<file path="src/rtl/core/linear_adsr_envelope_macros.svh">
// ----------------------------------------------------------------------------
// Linear ADSR envelope assertion macros
// Shared concurrent assertion wrappers, clocked on clk, off while in reset.
// ----------------------------------------------------------------------------
`ifndef LINEAR_ADSR_ENVELOPE_MACROS_SVH
`define LINEAR_ADSR_ENVELOPE_MACROS_SVH

// same-cycle implication
`define LAE_ASSERT_NOW(lbl, clk, rst_n, ante, cons) \
    lbl: assert property (@(posedge clk) disable iff (!rst_n) (ante) |-> (cons)) \
        else $error("envelope check failed");

// next-cycle implication
`define LAE_ASSERT_NEXT(lbl, clk, rst_n, ante, cons) \
    lbl: assert property (@(posedge clk) disable iff (!rst_n) (ante) |=> (cons)) \
        else $error("envelope check failed");

`endif

</file>
<file path="src/rtl/core/lae_pkg.sv">
// ----------------------------------------------------------------------------
// lae_pkg
// Stage codes, register map, sequencer steps and control store.
// ----------------------------------------------------------------------------
`default_nettype none

package lae_pkg;

    typedef enum logic [2:0] {
        STAGE_ATTACK  = 3'd0,
        STAGE_DECAY   = 3'd1,
        STAGE_SUSTAIN = 3'd2,
        STAGE_RELEASE = 3'd3,
        STAGE_OFF     = 3'd4
    } stage_t;

    typedef enum logic [1:0] {
        REG_ATTACK  = 2'd0,
        REG_DECAY   = 2'd1,
        REG_SUSTAIN = 2'd2,
        REG_RELEASE = 2'd3
    } reg_idx_t;

    localparam int APB_ADDR_BITS = 4;
    localparam int APB_DATA_BITS = 32;

    typedef enum logic [2:0] {
        STEP_WAIT  = 3'd0,
        STEP_CLASS = 3'd1,
        STEP_MUL   = 3'd2,
        STEP_DIV   = 3'd3,
        STEP_EMIT  = 3'd4
    } step_t;

    typedef enum logic [2:0] {
        COND_ALWAYS   = 3'd0,
        COND_IN_VALID = 3'd1,
        COND_NEED_DIV = 3'd2,
        COND_DIV_LAST = 3'd3,
        COND_OUT_FREE = 3'd4
    } cond_t;

    typedef struct packed {
        logic  in_ready;
        logic  ld_class;
        logic  ld_mul;
        logic  do_div;
        logic  emit;
        cond_t cond;
        step_t jump_true;
        step_t jump_false;
    } ctrl_t;

    // control store: one word per step
    function automatic ctrl_t ucode_rom(input step_t step);
        ctrl_t w;
        w = '{in_ready: 1'b0, ld_class: 1'b0, ld_mul: 1'b0, do_div: 1'b0, emit: 1'b0,
              cond: COND_ALWAYS, jump_true: STEP_WAIT, jump_false: STEP_WAIT};
        unique case (step)
            STEP_WAIT:
            begin
                w.in_ready   = 1'b1;
                w.cond       = COND_IN_VALID;
                w.jump_true  = STEP_CLASS;
                w.jump_false = STEP_WAIT;
            end
            STEP_CLASS:
            begin
                w.ld_class   = 1'b1;
                w.cond       = COND_NEED_DIV;
                w.jump_true  = STEP_MUL;
                w.jump_false = STEP_EMIT;
            end
            STEP_MUL:
            begin
                w.ld_mul     = 1'b1;
                w.cond       = COND_ALWAYS;
                w.jump_true  = STEP_DIV;
                w.jump_false = STEP_DIV;
            end
            STEP_DIV:
            begin
                w.do_div     = 1'b1;
                w.cond       = COND_DIV_LAST;
                w.jump_true  = STEP_EMIT;
                w.jump_false = STEP_DIV;
            end
            STEP_EMIT:
            begin
                w.emit       = 1'b1;
                w.cond       = COND_OUT_FREE;
                w.jump_true  = STEP_WAIT;
                w.jump_false = STEP_EMIT;
            end
            default:
            begin
                w.cond       = COND_ALWAYS;
                w.jump_true  = STEP_WAIT;
                w.jump_false = STEP_WAIT;
            end
        endcase
        return w;
    endfunction

endpackage

`default_nettype wire

</file>
<file path="src/rtl/core/lae_if.sv">
// ----------------------------------------------------------------------------
// lae_if
// Valid/ready channels: sample tick in, envelope word out.
// ----------------------------------------------------------------------------
`default_nettype none

interface lae_in_if;
    logic valid;
    logic ready;
    logic gate;

    modport source (output valid, output gate, input ready);
    modport sink   (input valid, input gate, output ready);
endinterface

interface lae_out_if #(
    parameter int LEVEL_BITS = 16
);
    logic                  valid;
    logic                  ready;
    logic [LEVEL_BITS-1:0] amplitude;
    logic [2:0]            stage;

    modport source (output valid, output amplitude, output stage, input ready);
    modport sink   (input valid, input amplitude, input stage, output ready);
endinterface

`default_nettype wire

</file>
<file path="src/rtl/core/linear_adsr_envelope.sv">
// ----------------------------------------------------------------------------
// linear_adsr_envelope
// Linear attack/decay/sustain/release envelope, one amplitude word per tick.
// ----------------------------------------------------------------------------
// Each input word (gate) yields one output word (amplitude in unsigned
// Q1.(LEVEL_BITS-1), full scale 2**(LEVEL_BITS-1), plus stage code). A tick
// in attack, decay or release runs through wait, classify, multiply, a
// one-bit-per-cycle restoring divider and emit. Sustain and off ticks skip
// the multiply and the divider. One word is in work at a time; the output
// register lets the next word be accepted while a result waits to be
// taken. Registers sit on an APB port at byte addresses 0, 4, 8, 12:
// attack, decay, sustain, release; write them only while the block is
// idle.
`default_nettype none

`include "linear_adsr_envelope_macros.svh"

module linear_adsr_envelope
    import lae_pkg::*;
#(
    parameter int COUNT_BITS = 18,
    parameter int LEVEL_BITS = 16
)(
    input  wire logic                     clk,
    input  wire logic                     rst_n,
    lae_in_if.sink                        din,
    lae_out_if.source                     dout,
    input  wire logic                     psel,
    input  wire logic                     penable,
    input  wire logic                     pwrite,
    input  wire logic [APB_ADDR_BITS-1:0] paddr,
    input  wire logic [APB_DATA_BITS-1:0] pwdata,
    output logic      [APB_DATA_BITS-1:0] prdata,
    output logic                          pready
);

    localparam int CNT_BITS = $clog2(LEVEL_BITS + 1);
    localparam logic [LEVEL_BITS-1:0] FULL_SCALE = {1'b1, {(LEVEL_BITS-1){1'b0}}};

    // ---------------- configuration ----------------
    logic [COUNT_BITS-1:0] attack_reg;
    logic [COUNT_BITS-1:0] decay_reg;
    logic [LEVEL_BITS-1:0] sustain_reg;
    logic [COUNT_BITS-1:0] release_reg;
    logic                  cfg_wr;
    reg_idx_t              cfg_idx;

    assign pready  = 1'b1;
    assign cfg_idx = reg_idx_t'(paddr[3:2]);
    assign cfg_wr  = psel && penable && pwrite;

    always_ff @(posedge clk or negedge rst_n)
    begin
        if (!rst_n)
        begin
            attack_reg  <= COUNT_BITS'(48000);
            decay_reg   <= COUNT_BITS'(72000);
            sustain_reg <= LEVEL_BITS'(16384);
            release_reg <= COUNT_BITS'(96000);
        end
        else if (cfg_wr)
        begin
            unique case (cfg_idx)
                REG_ATTACK:  attack_reg  <= pwdata[COUNT_BITS-1:0];
                REG_DECAY:   decay_reg   <= pwdata[COUNT_BITS-1:0];
                REG_SUSTAIN: sustain_reg <= pwdata[LEVEL_BITS-1:0];
                REG_RELEASE: release_reg <= pwdata[COUNT_BITS-1:0];
                default:     ;
            endcase
        end
    end

    always_comb
    begin
        unique case (cfg_idx)
            REG_ATTACK:  prdata = APB_DATA_BITS'(attack_reg);
            REG_DECAY:   prdata = APB_DATA_BITS'(decay_reg);
            REG_SUSTAIN: prdata = APB_DATA_BITS'(sustain_reg);
            REG_RELEASE: prdata = APB_DATA_BITS'(release_reg);
            default:     prdata = '0;
        endcase
    end

    // ---------------- sequencer ----------------
    step_t step_reg, step_next;
    ctrl_t ctrl;
    logic  cond_true;
    logic  need_div;
    logic  out_free;
    logic  [CNT_BITS-1:0] cnt_reg;

    logic  out_valid_reg;

    assign ctrl     = ucode_rom(step_reg);
    assign out_free = !out_valid_reg || dout.ready;

    always_comb
    begin
        unique case (ctrl.cond)
            COND_ALWAYS:   cond_true = 1'b1;
            COND_IN_VALID: cond_true = din.valid;
            COND_NEED_DIV: cond_true = need_div;
            COND_DIV_LAST: cond_true = (cnt_reg == CNT_BITS'(1));
            COND_OUT_FREE: cond_true = out_free;
            default:       cond_true = 1'b1;
        endcase
        step_next = cond_true ? ctrl.jump_true : ctrl.jump_false;
    end

    always_comb
    begin
        din.ready = ctrl.in_ready;
    end

    always_ff @(posedge clk or negedge rst_n)
    begin
        if (!rst_n)
            step_reg <= STEP_WAIT;
        else
            step_reg <= step_next;
    end

    // ---------------- envelope state ----------------
    logic [COUNT_BITS:0]   pos_reg;
    logic [COUNT_BITS-1:0] rel_reg;
    stage_t                cur_stage_reg;
    logic                  gate_reg;

    logic [LEVEL_BITS-1:0] s_clamp;
    logic [COUNT_BITS:0]   a_plus_d;
    logic [COUNT_BITS:0]   p_minus_a;
    stage_t                stage_cls;
    logic [LEVEL_BITS-1:0] m_cls;
    logic [COUNT_BITS-1:0] x_cls;
    logic [COUNT_BITS-1:0] d_cls;
    logic [COUNT_BITS:0]   pos_cls;
    logic [COUNT_BITS-1:0] rel_cls;

    assign s_clamp   = (sustain_reg > FULL_SCALE) ? FULL_SCALE : sustain_reg;
    assign a_plus_d  = {1'b0, attack_reg} + {1'b0, decay_reg};
    assign p_minus_a = pos_reg - {1'b0, attack_reg};

    always_comb
    begin
        stage_cls = STAGE_OFF;
        m_cls     = s_clamp;
        x_cls     = rel_reg;
        d_cls     = release_reg;
        pos_cls   = '0;
        rel_cls   = '0;
        if (gate_reg)
        begin
            // position saturates at all ones
            pos_cls = (pos_reg == '1) ? pos_reg : pos_reg + (COUNT_BITS+1)'(1);
            if (pos_reg < {1'b0, attack_reg})
            begin
                stage_cls = STAGE_ATTACK;
                m_cls     = FULL_SCALE;
                x_cls     = pos_reg[COUNT_BITS-1:0];
                d_cls     = attack_reg;
            end
            else if (pos_reg < a_plus_d)
            begin
                stage_cls = STAGE_DECAY;
                m_cls     = FULL_SCALE - s_clamp;
                x_cls     = p_minus_a[COUNT_BITS-1:0];
                d_cls     = decay_reg;
            end
            else
                stage_cls = STAGE_SUSTAIN;
        end
        else if ((cur_stage_reg == STAGE_SUSTAIN || cur_stage_reg == STAGE_RELEASE)
                 && (rel_reg < release_reg))
        begin
            stage_cls = STAGE_RELEASE;
            pos_cls   = pos_reg;
            rel_cls   = rel_reg + COUNT_BITS'(1);
        end
    end

    assign need_div = (stage_cls == STAGE_ATTACK) || (stage_cls == STAGE_DECAY)
                   || (stage_cls == STAGE_RELEASE);

    always_ff @(posedge clk or negedge rst_n)
    begin
        if (!rst_n)
        begin
            pos_reg       <= '0;
            rel_reg       <= '0;
            cur_stage_reg <= STAGE_OFF;
        end
        else if (ctrl.ld_class)
        begin
            pos_reg       <= pos_cls;
            rel_reg       <= rel_cls;
            cur_stage_reg <= stage_cls;
        end
    end

    // ---------------- datapath: multiply, then restoring divide ----------------
    logic [LEVEL_BITS-1:0]            m_reg;
    logic [COUNT_BITS-1:0]            x_reg;
    logic [COUNT_BITS-1:0]            div_reg;
    logic [LEVEL_BITS-1:0]            s_reg;
    logic [COUNT_BITS-1:0]            rem_reg;
    logic [LEVEL_BITS-1:0]            lo_reg;   // numerator low bits, then quotient
    logic [LEVEL_BITS+COUNT_BITS-1:0] product;
    logic [COUNT_BITS:0]              trial;
    logic [COUNT_BITS:0]              trial_diff;
    logic                             q_bit;

    assign product    = (LEVEL_BITS+COUNT_BITS)'(m_reg) * (LEVEL_BITS+COUNT_BITS)'(x_reg);
    assign trial      = {rem_reg, lo_reg[LEVEL_BITS-1]};
    assign trial_diff = trial - {1'b0, div_reg};
    assign q_bit      = (trial >= {1'b0, div_reg});

    always_ff @(posedge clk)
    begin
        if (din.valid && din.ready)
            gate_reg <= din.gate;
        if (ctrl.ld_class)
        begin
            m_reg   <= m_cls;
            x_reg   <= x_cls;
            div_reg <= d_cls;
            s_reg   <= s_clamp;
        end
        if (ctrl.ld_mul)
        begin
            // high part is below the divisor since x < divisor
            rem_reg <= product[LEVEL_BITS+COUNT_BITS-1:LEVEL_BITS];
            lo_reg  <= product[LEVEL_BITS-1:0];
        end
        else if (ctrl.do_div)
        begin
            rem_reg <= q_bit ? trial_diff[COUNT_BITS-1:0] : trial[COUNT_BITS-1:0];
            lo_reg  <= {lo_reg[LEVEL_BITS-2:0], q_bit};
        end
    end

    always_ff @(posedge clk or negedge rst_n)
    begin
        if (!rst_n)
            cnt_reg <= '0;
        else if (ctrl.ld_mul)
            cnt_reg <= CNT_BITS'(LEVEL_BITS);
        else if (ctrl.do_div)
            cnt_reg <= cnt_reg - CNT_BITS'(1);
    end

    // ---------------- output register ----------------
    logic [LEVEL_BITS-1:0] amp_emit;
    logic [LEVEL_BITS-1:0] amp_reg;
    stage_t                stage_out_reg;

    always_comb
    begin
        unique case (cur_stage_reg)
            STAGE_ATTACK:  amp_emit = lo_reg;
            STAGE_DECAY:   amp_emit = FULL_SCALE - lo_reg;
            STAGE_SUSTAIN: amp_emit = s_reg;
            STAGE_RELEASE: amp_emit = s_reg - lo_reg;
            default:       amp_emit = '0;
        endcase
    end

    always_ff @(posedge clk or negedge rst_n)
    begin
        if (!rst_n)
            out_valid_reg <= 1'b0;
        else if (ctrl.emit && out_free)
            out_valid_reg <= 1'b1;
        else if (dout.ready)
            out_valid_reg <= 1'b0;
    end

    always_ff @(posedge clk)
    begin
        if (ctrl.emit && out_free)
        begin
            amp_reg       <= amp_emit;
            stage_out_reg <= cur_stage_reg;
        end
    end

    assign dout.valid     = out_valid_reg;
    assign dout.amplitude = amp_reg;
    assign dout.stage     = stage_out_reg;

    // ---------------- checks ----------------
    `LAE_ASSERT_NEXT(a_accept_to_class, clk, rst_n, din.valid && din.ready,
        step_reg == STEP_CLASS)
    `LAE_ASSERT_NOW(a_divisor_nonzero, clk, rst_n, step_reg == STEP_MUL, div_reg != '0)
    `LAE_ASSERT_NOW(a_div_count_live, clk, rst_n, step_reg == STEP_DIV, cnt_reg != '0)
    `LAE_ASSERT_NOW(a_amp_in_range, clk, rst_n, dout.valid, dout.amplitude <= FULL_SCALE)

endmodule

`default_nettype wire

</file>
<file path="src/flat_wrapper.sv">
// flat-port wrapper written by rule: the top's interface ports become plain ports
module linear_adsr_envelope_flat import lae_pkg::*;
#(
    parameter int COUNT_BITS = 18,
    parameter int LEVEL_BITS = 16
)
  (clk, rst_n, psel, penable, pwrite, paddr, pwdata, prdata, pready, din_valid, din_gate, din_ready, dout_valid, dout_amplitude, dout_stage, dout_ready);
  lae_in_if din_i ();
  lae_out_if #(.LEVEL_BITS(LEVEL_BITS)) dout_i ();
  input  wire logic clk;
  input  wire logic rst_n;
  input  wire logic psel;
  input  wire logic penable;
  input  wire logic pwrite;
  input  wire logic [APB_ADDR_BITS-1:0] paddr;
  input  wire logic [APB_DATA_BITS-1:0] pwdata;
  output logic      [APB_DATA_BITS-1:0] prdata;
  output logic pready;
  input wire logic [$bits(din_i.valid)-1:0] din_valid;
  input wire logic [$bits(din_i.gate)-1:0] din_gate;
  output wire logic [$bits(din_i.ready)-1:0] din_ready;
  output wire logic [$bits(dout_i.valid)-1:0] dout_valid;
  output wire logic [$bits(dout_i.amplitude)-1:0] dout_amplitude;
  output wire logic [$bits(dout_i.stage)-1:0] dout_stage;
  input wire logic [$bits(dout_i.ready)-1:0] dout_ready;
  assign din_i.valid = din_valid;
  assign din_i.gate = din_gate;
  assign din_ready = din_i.ready;
  assign dout_valid = dout_i.valid;
  assign dout_amplitude = dout_i.amplitude;
  assign dout_stage = dout_i.stage;
  assign dout_i.ready = dout_ready;
  linear_adsr_envelope #(.COUNT_BITS(COUNT_BITS), .LEVEL_BITS(LEVEL_BITS)) u_core (.clk(clk), .rst_n(rst_n), .din(din_i), .dout(dout_i), .psel(psel), .penable(penable), .pwrite(pwrite), .paddr(paddr), .pwdata(pwdata), .prdata(prdata), .pready(pready));
endmodule
</file>
<file path="config.mk">
export PLATFORM = sky130hd
export DESIGN_NAME = linear_adsr_envelope_flat
export DESIGN_NICKNAME = d
export VERILOG_FILES = /design/src/rtl/core/lae_pkg.sv /design/src/rtl/core/lae_if.sv /design/src/rtl/core/linear_adsr_envelope.sv /design/src/flat_wrapper.sv
export VERILOG_INCLUDE_DIRS = /design/src /design/src/rtl/core
export SDC_FILE = /design/constraint.sdc
export NUM_CORES = 1
export LEC_CHECK = 0
export ABC_AREA = 0
export BUFFER_PORTS_ARGS = -buffer_cell sky130_fd_sc_hd__clkbuf_2
export CORE_MARGIN = 5
export CORE_UTILIZATION = 50
export CTS_CLUSTER_DIAMETER = 120
export DETAILED_ROUTE_END_ITERATION = 8
export PLACE_DENSITY = 0.64
export SLEW_MARGIN = 5
export SYNTH_ARGS = -nofsm -noshare
export SYNTH_HDL_FRONTEND = slang
export SYNTH_SLANG_ARGS = --single-unit
</file>
<file path="constraint.sdc">
create_clock -name clk -period 9.5 [get_ports clk]
set_clock_uncertainty 0.05 [all_clocks]
set_input_delay 1.9 -clock clk [delete_from_list [all_inputs] [get_ports clk]]
set_output_delay 1.9 -clock clk [all_outputs]
set_load 0.005 [all_outputs]
</file>
==> impl_metrics.yaml, run 1 <==
synthesis:
  yosys_warnings: 0
  synth_edf_count: 122
  synthesis.instances: 2635
  synth_cell_types: 79
  synthesis.area_mm2: 0.0248
  synth_top_cell_area_share_pct: 18.2
  ys.flop_type: "edfxtp_1"
  async_flop_share_pct: 49.4
  yosys.area.top_type: "fa_1"
  synth-seq-area-share_pct: 26.9
  synth.avg_cell_area_um2: 9.41
  synth_area_leaders: "fa_1 18%, edfxtp_1 15%, ha_1 11%"
  synth-seq-cells: 241
clock_network:
  tritoncts: "yes"
  cts_made_buffers: 27
  insertion_delay_ns: 0.55
  root_buffer: "clkbuf_16"
  clock_path_buffers: 3
  cts_sinks: 241
  h-tree-depth: 1
  postCtsResizedCells: 0
  ctsHoldBuffers: 0
  path_clk_slew_ns: 0.06
  cts_setup_buffers: 0
drt:
  via_count: 18900
  firstDrtPassIters: 5
  detail-route-antenna-nets: 0
  routed_via_density: 5.70
  wl_per_cell_um: 19.3
  wl_um: 64000
  drc_errors: 0
  drtIter0Drc: 1232
setup_path:
  rr_startpoint: "u_core.m_reg[6]$_DFFE_PP_"
  cp_max_fo: 18
  r2r_slack_ns: 2.03
  reg2reg_depth: 21
  max_stage_delay_ns: 0.75
  cp-start-kind: "register"
  setup.worst_path.class: "register to register"
  r2r-end: "u_core.rem_reg[17]$_DFFE_PP_"
  required_ns: 9.72
  crit_top_cell: "fa_1"
  slowest_stage: "edfxtp_1"
  cp-end-kind: "register"
  cp.arrival_ns: 7.70
  crit_end: "u_core.rem_reg[17]$_DFFE_PP_"
  cp_top_family: "adder cells"
  crit_path_start: "u_core.m_reg[6]$_DFFE_PP_"
  worstPathCellList: "and2_1, fa_1, inv_1, fa_1, fa_1, inv_1, ha_1, fa_1, inv_1, fa_1, inv_1, ha_1, a2111oi_0, o21ai_0, a32oi_1, o31ai_2, a31oi_1, nor3_1, a2111oi_2, xnor2_1, o21ai_0"
  cp_num_buf_inv: 4
  critical_path_depth: 21
cells_and_area:
  syn2layout_area_growth_pct: 7.09
  drive_gt1_share_pct: 9.36
  antennaDiodeCount: 0
  n_fill_cell: 4501
  nets: 3125
  largest_reg_flops: 19
global_route:
  grt_pass1_wl_um: 106000
  grt_overflow: 0
  grt_max_degree: 77
  grt_busiest_layer: "met2"
  grt_pass1_vias: 19600
  grt.total_usage_pct: 24.2
  met3_usage_pct: 2.48
  gr-usage-met2_pct: 40.9
  antenna_found_initial: 1
  use_met1_pct: 33.8
timing:
  timing.fmax_mhz: 134
  setup_viol: 0
  final-hold-violation-count: 0
  slew_headroom_pct: 15.9
  fin_crit_sh_pct: 78.7
  rsz0062_at_grt: "false"
  fin_ws_ns: 2.03
  period_needed_ns: 7.47
  tns_ns: 0
  slew_violations: 0
  tightest_slew_ns: 1.23
die:
  initial_core_util_pct: 50.6
  core_mm2: 0.0491
  die_h_um: 233
  dieWidth_um: 233
  rows: 81
  num_io_pins: 98
  dieArea_mm2: 0.0542
outcome:
  status: "completed"
worst_hold_path:
  hp-class: "register to register"
job:
  drv_cap: 0
placed_design:
  place.gp.congestion: 0.912
  portBuffers: 66
  dp_hpwl_um: 48500
  place_ws_ns: 2.23
==> worst register-to-register path: cells and delay by family, from the launching register on <==
family                   cells  cell delay, ns
adder cells (fa/ha/maj)      7            3.32
AND/OR/NAND/NOR              2            0.46
flip-flops                   1            0.75
AO/OA/AOI/OAI                7            2.24
buffers and inverters        4            0.22
XOR/XNOR                     1            0.16
==> kinds of logic after synthesis <==
kind of cell,Yosys count,synth area share [%]
and+or+nand+nor,793,15.4
AOI/OAI and AO/OA,487,12.6
buffers and inverters,473,7.46
adders and majority gates,441,29.1
DFF,241,26.9
xor gates and xnor gates,119,4.20
muxes,79,4.29
other,2,0.0303
==> cells in the mapped netlist (6+ instances only) <==
cell      number
a211oi_1      46
a21o_1        45
a21oi_1      143
a31oi_1       13
and2_1       147
and3_1        17
and4_1         6
buf_4         15
clkbuf_1      97
dfrtp_1       98
dfstp_2       21
edfxtp_1     122
fa_1         226
ha_1         215
inv_1        351
mux2_2        55
mux2i_1        8
mux4_2        15
nand2_1      269
nand2b_1      26
nand3_1       43
nand4_1       23
nor2_1       167
nor2b_1       21
nor3_1        30
nor4_1         7
o211ai_1      10
o21a_1        14
o21ai_0      103
o21bai_1       8
o22ai_1       39
o31ai_1        7
or2_2          8
or3_1          9
xnor2_1       47
xor2_1        72
==> worst min-delay path by stage <==
stage	slack (ns)	cells past startpoint	to	startpoint
after floorplan	0.37	0	u_core.dout.stage[1]$_DFFE_PP_	u_core.cur_stage_reg[1]$_DFFE_PN0P_
after global placement	0.43	1	u_core.cnt_reg[3]$_DFFE_PN0P_	u_core.cnt_reg[3]$_DFFE_PN0P_
after detailed placement	0.44	1	u_core.cnt_reg[3]$_DFFE_PN0P_	u_core.cnt_reg[3]$_DFFE_PN0P_
after CTS	0.45	1	u_core.cnt_reg[3]$_DFFE_PN0P_	u_core.cnt_reg[3]$_DFFE_PN0P_
after global routing	0.53	1	u_core.cnt_reg[3]$_DFFE_PN0P_	u_core.cnt_reg[3]$_DFFE_PN0P_
final	0.45	1	u_core.cnt_reg[3]$_DFFE_PN0P_	u_core.cnt_reg[3]$_DFFE_PN0P_
==> area by class of cell <==
type / count / area [um^2] / share of cell area, %
sequential: 241 / 6670 / 25.1
timing repair buffer: 84 / 468 / 1.76
tap: 664 / 831 / 3.13
inverter: 352 / 1320 / 4.97
multi-input combinational: 1934 / 16400 / 61.6
clock buffer: 32 / 704 / 2.65
clock inverter: 18 / 204 / 0.768
==> placed cells by master (no fill, tap or decap), types with 27 or more instances in the layout <==
| cell type | synthesis | final |
|---|---|---|
| inv_1 | 351 | 351 |
| nand2_1 | 269 | 269 |
| fa_1 | 226 | 226 |
| ha_1 | 215 | 215 |
| nor2_1 | 167 | 166 |
| and2_1 | 147 | 147 |
| a21oi_1 | 143 | 142 |
| edfxtp_1 | 122 | 122 |
| o21ai_0 | 103 | 103 |
| dfrtp_1 | 98 | 98 |
| xor2_1 | 72 | 72 |
| clkbuf_2 | 0 | 65 |
| mux2_2 | 55 | 55 |
| xnor2_1 | 47 | 47 |
| a211oi_1 | 46 | 46 |
| a21o_1 | 45 | 45 |
| nand3_1 | 43 | 43 |
| o22ai_1 | 39 | 39 |
| nor3_1 | 30 | 28 |
| clkbuf_16 | 0 | 27 |
==> per-stage QoR <==
step / hold WS [ns] / cells / util, % / area [um^2]
2_1_floorplan: 0.373 / 2648 / - / 24900
3_3_place_gp: 0.428 / 3275 / 52.3 / 25700
3_5_place_dp: 0.444 / 3275 / 52.3 / 25700
4_1_cts: 0.453 / 3325 / 54.1 / 26600
5_1_grt: 0.529 / 3325 / 54.1 / 26600
6_report: 0.450 / 3325 / 54.1 / 26600
==> metal layers <==
layer	routed length [um]	share of wire, %	vias up
met5	0	0	-
met2	31000	48	475
met1	28500	44	9531
met3	3200	5.0	100
met4	1400	2.2	0
li1	-	-	8842
Power of run 1 is left out: the tool's default activity adds up to more than one toggle a clock period on the data nets, which glitch-free logic cannot reach.
==> inputs of run 2 (changes only) <==
Clock period 9.5 ns to 7.2 ns, I/O delays scaled along.
==> impl_metrics.yaml, run 2 (synthesis results as in run 1) <==
cells_and_area:
  drive_gt1_share_pct: 11.4
  final_common_cell: "inv_1"
  syn2layout_area_growth_pct: 9.30
  largest_reg_flops: 19
  layout_common_cells: "351 x inv_1, 269 x nand2_1, 226 x fa_1"
  antennaDiodeCount: 0
  nets: 3185
  final_core_util_pct: 55.3
  final_cells: 3385
setup_path:
  slowest_stage: "edfxtp_1"
  cp_max_fo: 9
  worstPathCellList: "buf_4, nand2_1, fa_1, fa_1, fa_1, fa_1, fa_1, fa_1, inv_1, ha_1, a2111oi_0, o21ai_0, a32oi_2, buf_4, o31ai_2, a31oi_1, nor3_1, a2111oi_2, xnor2_1, o21ai_0"
  crit_top_cell: "fa_1"
  setup.worst_path.class: "register to register"
  rr_startpoint: "u_core.x_reg[5]$_DFFE_PP_"
  cp_top_family: "adder cells"
  max_stage_delay_ns: 0.59
  cp-end-kind: "register"
  r2r-end: "u_core.rem_reg[17]$_DFFE_PP_"
  r2r_slack_ns: 0.24
  cp.arrival_ns: 7.18
  reg2reg_depth: 20
  required_ns: 7.43
  cp_num_buf_inv: 3
  cp-start-kind: "register"
timing:
  slew_headroom_pct: 25.7
  fin_crit_sh_pct: 96.6
  fin_ws_ns: 0.244
  setup_viol: 0
  final-hold-violation-count: 0
  tightest_slew_ns: 1.11
  slew_violations: 0
  rsz0062_at_grt: "true"
  period_needed_ns: 6.96
  timing.fmax_mhz: 144
clock_network:
  h-tree-depth: 1
  tritoncts: "yes"
  root_buffer: "clkbuf_16"
  cts_sinks: 241
  cts_made_buffers: 27
  clock_path_buffers: 3
  path_clk_slew_ns: 0.06
  insertion_delay_ns: 0.57
  ctsHoldBuffers: 0
job:
  drv_cap: 0
die:
  dieArea_mm2: 0.0542
  die_h_um: 233
  initial_core_util_pct: 50.6
  rows: 81
  core_mm2: 0.0491
  dieWidth_um: 233
  num_io_pins: 98
worst_hold_path:
  min_to: "u_core.cnt_reg[3]$_DFFE_PN0P_"
  hp-class: "register to register"
  hp-start: "u_core.cnt_reg[3]$_DFFE_PN0P_"
  hold_path_depth: 1
global_route:
  grt_pass1_wl_um: 107000
  antenna_found_initial: 1
  grt_pass1_vias: 20000
  grt_overflow: 0
  grt.total_usage_pct: 24.3
  grt_max_degree: 77
drt:
  drc_errors: 0
  via_count: 19100
  drtIter0Drc: 1459
  detail-route-antenna-nets: 0
  wl_per_cell_um: 19.2
  firstDrtPassIters: 6
  wl_um: 64900
  routed_via_density: 5.64
placed_design:
  place.gp.congestion: 0.905
  portBuffers: 66
  dp_hpwl_um: 50300
  place_inst: 3313
  place_ws_ns: 0.194
outcome:
  status: "completed"
[run 2: cell count changes in the layout (fill, tap and decap cells not counted), moves of 2 or more]
cell | before | now
a2111oi_0 | 3 | 1
bufinv_16 | 4 | 6
a2111oi_1 | 0 | 2
buf_12 | 0 | 3
buf_4 | 19 | 76
[run 2: final cells by class]
type / instances / area (um^2)
well taps: 664 / 831
clock inverters: 18 / 265
repair buffers: 144 / 956
multi-input cells: 1934 / 16400
clock buffers: 32 / 694
flip-flops and latches: 241 / 6670
fillers: 4406 / 21900
inverters: 352 / 1320
[run 2: worst max path at each step]
stage / start / cells past startpoint / endpoint
floorplan: u_core.m_reg[9]$_DFFE_PP_ / 20 / u_core.rem_reg[17]$_DFFE_PP_
global placement: u_core.m_reg[6]$_DFFE_PP_ / 23 / u_core.rem_reg[13]$_DFFE_PP_
detailed placement: u_core.m_reg[6]$_DFFE_PP_ / 22 / u_core.rem_reg[17]$_DFFE_PP_
CTS: u_core.m_reg[6]$_DFFE_PP_ / 23 / u_core.rem_reg[13]$_DFFE_PP_
global route: u_core.x_reg[5]$_DFFE_PP_ / 20 / u_core.rem_reg[17]$_DFFE_PP_
finish: u_core.x_reg[5]$_DFFE_PP_ / 20 / u_core.rem_reg[17]$_DFFE_PP_
[run 2: timing repair]
action	4_1_cts	5_1_grt
setup endpoints to repair	0	4
gates resized for setup	0	3
buffers inserted	0	22
hold endpoints to repair	0	0
[run 2: per-stage QoR]
step	hold slack [ns]	TNS [ns]	area [um^2]
floorplan	0.373	0	24900
finish	0.484	0	27100
detailed placement	0.441	0	25900
global placement	0.433	0	25900
global route	0.523	-0.253	27100
CTS	0.486	0	26900
[run 2: per-layer routing]
layer / vias to the layer above / wire, um / share of wire, % / GRT usage [%]
li1: 8965 / - / - / -
met1: 9507 / 28100 / 43 / 33.5
met2: 514 / 31300 / 48 / 40.7
met3: 106 / 3600 / 5.6 / 2.89
met4: 0 / 1820 / 2.8 / 6.96
met5: - / 0 / 0 / 0
[run 2: worst register-to-register path: cells and delay by family (launching register included)]
kind	cells	cell delay, ns
XOR/XNOR	1	0.17
buffers and inverters	3	0.47
adder cells (fa/ha/maj)	7	3.48
AND/OR/NAND/NOR	2	0.19
flip-flops	1	0.59
AO/OA/AOI/OAI	7	1.72
Power of run 2 is left out for the same reason.
